<file path="config.mk">
export PLATFORM = sky130hd
export DESIGN_NAME = hysteresis_relay_with_min_dwell
export DESIGN_NICKNAME = d
export VERILOG_FILES = /design/src/rtl/hrmd_pkg.sv /design/src/rtl/hrmd_cfg.sv /design/src/rtl/hrmd_core.sv /design/src/rtl/hysteresis_relay_with_min_dwell.sv
export VERILOG_INCLUDE_DIRS = /design/src /design/src/rtl
export SDC_FILE = /design/constraint.sdc
export NUM_CORES = 1
export LEC_CHECK = 0
export ABC_AREA = 1
export ABC_CLOCK_PERIOD_IN_PS = 6650
export BUFFER_PORTS_ARGS = -buffer_cell sky130_fd_sc_hd__buf_2
export CAP_MARGIN = 20
export CORE_MARGIN = 1
export CORE_UTILIZATION = 41
export CTS_BUF_LIST = sky130_fd_sc_hd__clkbuf_4
export DETAILED_ROUTE_END_ITERATION = 8
export HOLD_SLACK_MARGIN = 0.08
export PLACE_DENSITY_LB_ADDON = 0.2
export SETUP_SLACK_MARGIN = 0.02
export SLEW_MARGIN = 15
export SYNTH_ARGS = -nofsm -noshare
export SYNTH_HDL_FRONTEND = slang
export SYNTH_SLANG_ARGS = --single-unit
</file>
<file path="constraint.sdc">
create_clock -name clk -period 6.65 [get_ports clk]
set_input_delay 0.3325 -clock clk [delete_from_list [all_inputs] [get_ports clk]]
set_output_delay 0.3325 -clock clk [all_outputs]
set_load 0.05 [all_outputs]
</file>
<file path="src/rtl/hysteresis_relay_with_min_dwell_assert.svh">
// Assertion macros used by the hysteresis relay RTL.
// Depends on nothing; included by hrmd_core, the module that carries assertions.
`ifndef HYSTERESIS_RELAY_WITH_MIN_DWELL_ASSERT_SVH
`define HYSTERESIS_RELAY_WITH_MIN_DWELL_ASSERT_SVH

// Same-cycle implication, checked outside reset.
`define HRMD_ASSERT_NOW(label, clk, rst_n, ante, cons) \
  label: assert property (@(posedge clk) disable iff (!(rst_n)) (ante) |-> (cons)) \
    else $error("hysteresis relay assertion failed");

// Next-cycle implication, checked outside reset.
`define HRMD_ASSERT_NEXT(label, clk, rst_n, ante, cons) \
  label: assert property (@(posedge clk) disable iff (!(rst_n)) (ante) |=> (cons)) \
    else $error("hysteresis relay assertion failed");

`endif

</file>
<file path="src/rtl/hrmd_pkg.sv">
// Package for the hysteresis relay: event and register codes, shared structs
// and the level clamp. Depends on nothing.
`default_nettype none

package hrmd_pkg;

  localparam int TIME_BITS_DEF  = 48;
  localparam int COUNT_BITS_DEF = 32;
  localparam int LEVEL_BITS     = 17;
  localparam int OUT_BITS       = 32;

  localparam logic [LEVEL_BITS-1:0] LEVEL_ONE = 17'h10000;

  typedef enum logic [1:0] {
    FUNC_PROPOSE = 2'd0,
    FUNC_COMMIT  = 2'd1,
    FUNC_SYNC    = 2'd2
  } func_t;

  typedef enum logic [1:0] {
    OVR_NONE = 2'd0,
    OVR_ON   = 2'd1,
    OVR_OFF  = 2'd2
  } ovr_t;

  typedef enum logic [1:0] {
    REG_ON_LEVEL  = 2'd0,
    REG_OFF_LEVEL = 2'd1,
    REG_MIN_ON    = 2'd2,
    REG_MIN_OFF   = 2'd3
  } reg_idx_t;

  typedef struct packed {
    logic [LEVEL_BITS-1:0] on_level;
    logic [LEVEL_BITS-1:0] off_level;
    logic [31:0]           min_on_time;
    logic [31:0]           min_off_time;
  } cfg_t;

  typedef struct packed {
    func_t        func;
    logic [17:0]  request_level;
    logic         request_invalid;
    logic [1:0]   override_sel;
    logic         want_on;
    logic         cmd_needed;
    logic         was_held;
    logic [31:0]  generation_tag;
    logic         cmd_done;
  } evt_t;

  typedef struct packed {
    logic                target_is_on;
    logic                dwell_bypassed;
    logic                override_used;
    logic                dwell_hold;
    logic                command_needed;
    logic [OUT_BITS-1:0] current_generation;
    logic                accepted;
    logic [OUT_BITS-1:0] overrides_seen;
    logic [OUT_BITS-1:0] holds_seen;
    logic [OUT_BITS-1:0] transitions_seen;
    logic                state_known;
    logic                state_is_on;
  } res_t;

  function automatic logic [LEVEL_BITS-1:0] clamp_level(input logic [LEVEL_BITS-1:0] v);
    clamp_level = (v > LEVEL_ONE) ? LEVEL_ONE : v;
  endfunction

endpackage

`default_nettype wire

</file>
<file path="src/rtl/hrmd_cfg.sv">
// Configuration register file of the hysteresis relay: thresholds and dwell times.
// Depends on hrmd_pkg.
`default_nettype none

module hrmd_cfg (
  input  wire logic                 clk,
  input  wire logic                 rst_n,
  input  wire logic                 cfg_we,
  input  wire logic [1:0]           cfg_addr,
  input  wire logic [31:0]          cfg_wdata,
  output hrmd_pkg::cfg_t            cfg
);

  hrmd_pkg::cfg_t cfg_r;
  hrmd_pkg::cfg_t cfg_nxt;

  always_comb begin
    cfg_nxt = cfg_r;
    if (cfg_we) begin
      unique case (hrmd_pkg::reg_idx_t'(cfg_addr))
        hrmd_pkg::REG_ON_LEVEL:  cfg_nxt.on_level     = cfg_wdata[hrmd_pkg::LEVEL_BITS-1:0];
        hrmd_pkg::REG_OFF_LEVEL: cfg_nxt.off_level    = cfg_wdata[hrmd_pkg::LEVEL_BITS-1:0];
        hrmd_pkg::REG_MIN_ON:    cfg_nxt.min_on_time  = cfg_wdata;
        hrmd_pkg::REG_MIN_OFF:   cfg_nxt.min_off_time = cfg_wdata;
        default:                 cfg_nxt = cfg_r;
      endcase
    end
  end

  always_ff @(posedge clk) begin
    if (!rst_n) begin
      cfg_r <= '0;
    end else begin
      cfg_r <= cfg_nxt;
    end
  end

  assign cfg = cfg_r;

endmodule

`default_nettype wire

</file>
<file path="src/rtl/hrmd_core.sv">
// Decision logic and relay state of the hysteresis relay: hysteresis, dwell check,
// commit and synchronize handling, counters. Depends on hrmd_pkg and the assert header.
`default_nettype none
`include "hysteresis_relay_with_min_dwell_assert.svh"

module hrmd_core #(
  parameter int TIME_BITS  = hrmd_pkg::TIME_BITS_DEF,
  parameter int COUNT_BITS = hrmd_pkg::COUNT_BITS_DEF
) (
  input  wire logic                 clk,
  input  wire logic                 rst_n,
  input  wire logic                 fire,
  input  wire hrmd_pkg::evt_t       evt,
  input  wire logic [TIME_BITS-1:0] evt_time,
  input  wire hrmd_pkg::cfg_t       cfg,
  output hrmd_pkg::res_t            res
);

  logic                  known_r, known_nxt;
  logic                  on_r, on_nxt;
  logic [TIME_BITS-1:0]  last_r, last_nxt;
  logic [COUNT_BITS-1:0] gen_r, gen_nxt;
  logic [COUNT_BITS-1:0] ovr_cnt_r, ovr_cnt_nxt;
  logic [COUNT_BITS-1:0] hold_cnt_r, hold_cnt_nxt;
  logic [COUNT_BITS-1:0] trans_cnt_r, trans_cnt_nxt;

  logic [hrmd_pkg::LEVEL_BITS-1:0] lvl;
  logic [hrmd_pkg::LEVEL_BITS-1:0] on_t;
  logic [hrmd_pkg::LEVEL_BITS-1:0] off_c;
  logic [hrmd_pkg::LEVEL_BITS-1:0] off_t;
  logic [TIME_BITS:0]              diff;
  logic [TIME_BITS-1:0]            elapsed;
  logic [31:0]                     need;
  logic                            dwell_short;
  logic                            tag_match;

  always_comb begin
    lvl = (evt.request_invalid || evt.request_level[17]) ? '0 :
          hrmd_pkg::clamp_level(evt.request_level[hrmd_pkg::LEVEL_BITS-1:0]);
    on_t  = hrmd_pkg::clamp_level(cfg.on_level);
    off_c = hrmd_pkg::clamp_level(cfg.off_level);
    off_t = (off_c > on_t) ? on_t : off_c;
    diff    = {1'b0, evt_time} - {1'b0, last_r};
    elapsed = diff[TIME_BITS] ? '0 : diff[TIME_BITS-1:0];
    need    = on_r ? cfg.min_on_time : cfg.min_off_time;
    dwell_short = elapsed < TIME_BITS'(need);
    tag_match   = 64'(evt.generation_tag) == 64'(gen_r);
  end

  always_comb begin
    known_nxt     = known_r;
    on_nxt        = on_r;
    last_nxt      = last_r;
    gen_nxt       = gen_r;
    ovr_cnt_nxt   = ovr_cnt_r;
    hold_cnt_nxt  = hold_cnt_r;
    trans_cnt_nxt = trans_cnt_r;
    res           = '0;

    unique case (evt.func)
      hrmd_pkg::FUNC_PROPOSE: begin
        unique case (hrmd_pkg::ovr_t'(evt.override_sel))
          hrmd_pkg::OVR_ON: begin
            res.target_is_on   = 1'b1;
            res.dwell_bypassed = 1'b1;
            res.override_used  = !known_r || !on_r;
          end
          hrmd_pkg::OVR_OFF: begin
            res.target_is_on   = 1'b0;
            res.dwell_bypassed = 1'b1;
            res.override_used  = !known_r || on_r;
          end
          default: begin
            res.target_is_on = (known_r && on_r) ? (lvl > off_t) : (lvl >= on_t);
          end
        endcase
        if (res.override_used) begin
          ovr_cnt_nxt = ovr_cnt_r + COUNT_BITS'(1);
        end
        if (!(known_r && (res.target_is_on == on_r))) begin
          if (known_r && !res.dwell_bypassed && dwell_short) begin
            res.dwell_hold = 1'b1;
            hold_cnt_nxt   = hold_cnt_r + COUNT_BITS'(1);
          end else begin
            res.command_needed = 1'b1;
          end
        end
      end
      hrmd_pkg::FUNC_COMMIT: begin
        if (evt.cmd_needed && !evt.was_held && tag_match) begin
          res.accepted = 1'b1;
          if (evt.cmd_done) begin
            if (!known_r || (on_r != evt.want_on)) begin
              trans_cnt_nxt = trans_cnt_r + COUNT_BITS'(1);
            end
            known_nxt = 1'b1;
            on_nxt    = evt.want_on;
            last_nxt  = evt_time;
            gen_nxt   = gen_r + COUNT_BITS'(1);
          end
        end
      end
      hrmd_pkg::FUNC_SYNC: begin
        known_nxt = 1'b1;
        on_nxt    = evt.want_on;
        last_nxt  = evt_time;
        gen_nxt   = gen_r + COUNT_BITS'(1);
      end
      default: begin
        res = '0;
      end
    endcase

    res.current_generation = 32'(64'(gen_nxt));
    res.overrides_seen     = 32'(64'(ovr_cnt_nxt));
    res.holds_seen         = 32'(64'(hold_cnt_nxt));
    res.transitions_seen   = 32'(64'(trans_cnt_nxt));
    res.state_known        = known_nxt;
    res.state_is_on        = on_nxt;
  end

  always_ff @(posedge clk) begin
    if (!rst_n) begin
      known_r     <= 1'b0;
      on_r        <= 1'b0;
      last_r      <= '0;
      gen_r       <= '0;
      ovr_cnt_r   <= '0;
      hold_cnt_r  <= '0;
      trans_cnt_r <= '0;
    end else if (fire) begin
      known_r     <= known_nxt;
      on_r        <= on_nxt;
      last_r      <= last_nxt;
      gen_r       <= gen_nxt;
      ovr_cnt_r   <= ovr_cnt_nxt;
      hold_cnt_r  <= hold_cnt_nxt;
      trans_cnt_r <= trans_cnt_nxt;
    end
  end

  `HRMD_ASSERT_NEXT(a_gen_still_when_idle, clk, rst_n, !fire, $stable(gen_r))
  `HRMD_ASSERT_NOW(a_hold_excludes_cmd, clk, rst_n, fire, !(res.dwell_hold && res.command_needed))
  `HRMD_ASSERT_NOW(a_accept_only_on_commit, clk, rst_n, res.accepted,
                   evt.func == hrmd_pkg::FUNC_COMMIT)
  `HRMD_ASSERT_NEXT(a_commit_done_latches, clk, rst_n,
                    fire && res.accepted && evt.cmd_done, known_r && (on_r == $past(evt.want_on)))

endmodule

`default_nettype wire

</file>
<file path="src/rtl/hysteresis_relay_with_min_dwell.sv">
// Top level of the hysteresis relay with minimum dwell: stream ports, input and
// result registers. Depends on hrmd_pkg, hrmd_cfg and hrmd_core.
//
// Each input beat is one event (propose, commit or synchronize, selected by
// in_tuser) and yields exactly one result beat. While the result side is ready,
// the block takes one beat per clock with no bubbles. A result beat is offered
// once its beat has passed the input and result registers; the decision, dwell
// subtract and compare, and counter update are done combinationally from the
// input register before the result register takes the outcome. Back-pressure on
// the result side holds the result register in place and stalls the input
// once the input register is also full, and the relay state advances only
// when an event moves into the result register, so the next event always sees
// the state its predecessor left. Configuration writes take effect on the next
// clock and should be made only while no events are in flight.
`default_nettype none

module hysteresis_relay_with_min_dwell #(
  parameter int TIME_BITS  = hrmd_pkg::TIME_BITS_DEF,
  parameter int COUNT_BITS = hrmd_pkg::COUNT_BITS_DEF,
  localparam int IN_USED   = 57 + TIME_BITS,
  localparam int IN_W      = ((IN_USED + 7) / 8) * 8,
  localparam int OUT_W     = 136
) (
  input  wire logic              clk,
  input  wire logic              rst_n,
  // request_level, request_invalid, override_sel, time_ms, want_on, cmd_needed,
  // was_held, generation_tag, cmd_done, zero padding
  input  wire logic [IN_W-1:0]   in_tdata,
  // func
  input  wire logic [1:0]        in_tuser,
  input  wire logic              in_tvalid,
  output logic                   in_tready,
  // target_is_on, dwell_bypassed, override_used, dwell_hold, command_needed,
  // current_generation, accepted, overrides_seen, holds_seen, transitions_seen,
  // state_known, state_is_on
  output logic [OUT_W-1:0]       out_tdata,
  output logic                   out_tvalid,
  input  wire logic              out_tready,
  input  wire logic              cfg_we,
  input  wire logic [1:0]        cfg_addr,
  input  wire logic [31:0]       cfg_wdata
);

  localparam int TO = 21 + TIME_BITS;

  hrmd_pkg::cfg_t        cfg;
  hrmd_pkg::evt_t        evt_r, evt_nxt;
  logic [TIME_BITS-1:0]  time_r;
  logic                  s1_v_r, s1_v_nxt;
  logic                  out_v_r, out_v_nxt;
  logic [OUT_W-1:0]      out_d_r;
  hrmd_pkg::res_t        res;
  logic                  adv;
  logic                  fire;
  logic                  take;

  assign adv       = !out_v_r || out_tready;
  assign fire      = s1_v_r && adv;
  assign in_tready = !s1_v_r || adv;
  assign take      = in_tvalid && in_tready;

  always_comb begin
    evt_nxt.func            = hrmd_pkg::func_t'(in_tuser);
    evt_nxt.request_level   = in_tdata[17:0];
    evt_nxt.request_invalid = in_tdata[18];
    evt_nxt.override_sel    = in_tdata[20:19];
    evt_nxt.want_on         = in_tdata[TO];
    evt_nxt.cmd_needed      = in_tdata[TO+1];
    evt_nxt.was_held        = in_tdata[TO+2];
    evt_nxt.generation_tag  = in_tdata[TO+3 +: 32];
    evt_nxt.cmd_done        = in_tdata[TO+35];
    s1_v_nxt  = take ? 1'b1 : (fire ? 1'b0 : s1_v_r);
    out_v_nxt = fire ? 1'b1 : (adv ? 1'b0 : out_v_r);
  end

  always_ff @(posedge clk) begin
    if (!rst_n) begin
      s1_v_r  <= 1'b0;
      out_v_r <= 1'b0;
    end else begin
      s1_v_r  <= s1_v_nxt;
      out_v_r <= out_v_nxt;
    end
  end

  always_ff @(posedge clk) begin
    if (take) begin
      evt_r  <= evt_nxt;
      time_r <= in_tdata[21 +: TIME_BITS];
    end
    if (fire) begin
      out_d_r <= {res.state_is_on, res.state_known, res.transitions_seen,
                  res.holds_seen, res.overrides_seen, res.accepted,
                  res.current_generation, res.command_needed, res.dwell_hold,
                  res.override_used, res.dwell_bypassed, res.target_is_on};
    end
  end

  hrmd_cfg u_cfg (
    .clk       (clk),
    .rst_n     (rst_n),
    .cfg_we    (cfg_we),
    .cfg_addr  (cfg_addr),
    .cfg_wdata (cfg_wdata),
    .cfg       (cfg)
  );

  hrmd_core #(
    .TIME_BITS  (TIME_BITS),
    .COUNT_BITS (COUNT_BITS)
  ) u_core (
    .clk      (clk),
    .rst_n    (rst_n),
    .fire     (fire),
    .evt      (evt_r),
    .evt_time (time_r),
    .cfg      (cfg),
    .res      (res)
  );

  assign out_tdata  = out_d_r;
  assign out_tvalid = out_v_r;

endmodule

`default_nettype wire

</file>
==> out/results.ini <==
[status]
status=complete, no violations

[final_layout]
fillers=6834
fin_nets=4694
syn_to_final_growth_pct=24.61
layout.cells.non_filler=5458
drive_above_1_share_pct=13.79

[routing]
routedWlPerCell_um=16.06
ant_nets=0
num_vias=27116
drtPass1Iterations=6
drt-initial-drc-count=1909
wl_met2_um=40070
drt_wl_total_um=87680
wl_met3_um=4996
drc_errors=0
wl_met1_um=40140
via_per_inst=4.968
top_layer=met5

[timing]
period_needed_ns=6.055
finalSetupViolCount=0
rsz0062_at_grt=no
fmax_mhz=165.1
setup_slack_ns=0.5946
tns_ns=0
relSlewSlack_pct=26.93
hold-worst-slack_ns=0.1844
slew_viol_final=0
fin_skew_ns=0.06288
fin_crit_sh_pct=91.06
worst_pin_slew_ns=1.096
hold_viol_final=0

[placement]
dp.cells=4903
pre_cts_slack_ns=0.2742
gp_congestion=0.9398
dp_hpwl_um=61710
io_buffer_count=283

[yosys]
synth_edf_count=243
synth_area_leaders=edfxtp_1 25%, dfxtp_1 19%, nand2_1 8.7%
ys.flop_type=dfxtp_1
synth-adder-area-share_pct=6.057
synth.area.mux_share_pct=0.03877
synthXorXnorAreaFrac_pct=2.925
syn-num-nets=4080
synthCells=3787
synth-simple-area-share_pct=22.59
ys.warnings.count=0
async_flop_share_pct=0
synth.largest_area_cell=edfxtp_1
syn_avg_cell_area_um2=7.670
synth-compound-area-share_pct=14.66
synth_cell_types=64
synth_seq_cells=521
synth_top_family_by_area=simple AND/OR/NAND/NOR gates
ys_seq_area_share_pct=44.28
syn_area_mm2=0.02905
yosysTopAreaCellShare_pct=25.12

[setup_path]
crit_required_ns=7.41
path_max_fanout=32
worst_setup_path_end_kind=flop
start_kind=flop
critical_path_class=reg -> reg
crit_top_cell=nand2_1
cp.arrival_ns=6.81
critPathSlowestCell=or4_1
worst_path_largest_cell_delay_ns=0.55
critical_path_buf_inv_count=8
cp_top_family=simple AND/OR/NAND/NOR gates

[die]
fp.dieW_um=268.2
rows=97
start_util_pct=41.48
ioPinCount=291
core_area_mm2=0.07003
die-area_mm2=0.07191
die_y_um=268.2

[global_routing]
grt_pass1_wl_um=137400
grt_max_degree=121
antenna_found_initial=5
overflow=0
track_usage_pct=24.27
grt_pass1_vias=25763

[power]
power_density_mw_per_mm2=235.0
total_power_mw=8.505
p_leak_nw=16.31
ir_drop_mv=0.1549

[hold_path]
hold_class=in -> reg

[clock_network]
cts_num_sinks=521
path_clk_slew_ns=0.06
cts_tree=built
clockBufferDepth=3
post_cts_buffers=0
clk_latency_ns=1.00
htree_levels=4
cts_root_buf=clkbuf_4
cts_made_buffers=146

[flow_run]
drv_cap=0

## final cells by class
cell class | instances | area [um^2] | share of cell area, %
multi-input cells | 2548 | 13470 | 37.21
flip-flops and latches | 521 | 12860 | 35.54
repair buffers | 595 | 4529 | 12.51
inverters | 589 | 2222 | 6.140
clock buffers | 219 | 1644 | 4.542
well taps | 940 | 1176 | 3.250
clock inverters | 38 | 270.3 | 0.7467
diodes | 8 | 20.02 | 0.05531
## Yosys cell counts (4+ instances only)
cell type,count
nand3_2,7
a31oi_1,7
xor2_1,91
o21bai_1,13
buf_1,6
a21oi_1,338
or2_2,23
o21ai_1,15
clkbuf_1,108
nand2_2,4
dfxtp_1,278
a21o_1,5
nor4_1,42
nor3_1,66
nor3_2,12
o211ai_1,8
nand4_1,76
nand3_1,170
o21ai_0,393
nor2_1,393
inv_1,578
inv_2,8
xnor2_1,6
a211oi_1,14
edfxtp_1,243
nand2_1,670
buf_2,11
ha_1,139
nor2_2,6
## through the flow
stage                     util (%)  instance area [um^2]
after global placement       44.73                 31320
after CTS                    51.59                 36130
final                        51.68                 36190
after global routing         51.67                 36190
after floorplan                  -                 29050
after detailed placement     44.73                 31320
## kinds of logic (layout without fill, tap and decap cells)
logic type / Yosys count / after routing
and+or+nand+nor: 1496 / 1496
other: 0 / 8
buffers and inverters: 718 / 1441
xor gates and xnor gates: 97 / 97
AOI/OAI and AO/OA: 814 / 814
muxes: 1 / 1
adders and majority gates: 140 / 140
DFF: 521 / 521
## routing by layer
metal / global-route usage, % / vias up
met5: 0 / -
met1: 32.12 / 12279
li1: - / 13903
met2: 39.40 / 769
met3: 4.362 / 161
met4: 9.050 / 4
## path summary, 6_finish.rpt
kind	depth (start not counted)	slack [ns]	startpoint	to
worst max-delay path	40	0.59	u_cfg.cfg[93]	out_tdata[73]
worst min-delay path	4	0.18	cfg_wdata[17]	u_cfg.cfg[17]
worst max register to register	40	0.59	u_cfg.cfg[93]	out_tdata[73]
worst min register to register	2	0.45	u_cfg.cfg[1]	u_cfg.cfg[1]
## power breakdown
part | internal (mW) | switching (mW) | total (mW) | leakage, nW
clock | 1.63 | 1.43 | 3.06 | 1.13
combinational | 0.615 | 1.13 | 1.75 | 10.6
sequential | 3.57 | 0.129 | 3.70 | 4.63
total | 5.81 | 2.70 | 8.51 | 16.3
## worst reg2reg max path, delay by kind of cell, from the launching register on
family	cells	cell delay, ns
adder cells (fa/ha/maj)	2	0.62
AO/OA/AOI/OAI	9	1.34
AND/OR/NAND/NOR	21	2.50
buffers and inverters	8	1.02
flip-flops	1	0.32
## what timing repair did
action | CTS | global route
endpoints found under the setup margin | 0 | 63
endpoints found under the hold margin | 294 | 0
hold buffers | 289 | 0
gates resized for setup | 0 | 4
## flip-flops by register name (all words and copies together) (netlist names)
name and cells:
evt_r 59, s1_v_r 1, u_core.last_r 48, u_core.on_r 1, u_core.gen_r 32, u_cfg.cfg 98, u_core.hold_cnt_r 32, u_core.ovr_cnt_r 32
u_core.trans_cnt_r 32, u_core.known_r 1, out_tdata 136, out_tvalid 1, time_r 48
## cells in the final DEF, fill, tap and decap left out, drive strengths merged, types with 139 or more instances in the layout
cell,n
a21oi,339
buf,306
clkbuf,219
dfxtp,278
dlygate4sd3,289
edfxtp,243
ha,139
inv,589
nand2,674
nand3,178
nor2,400
o21ai,409
(Power assumes the default switching activity.)
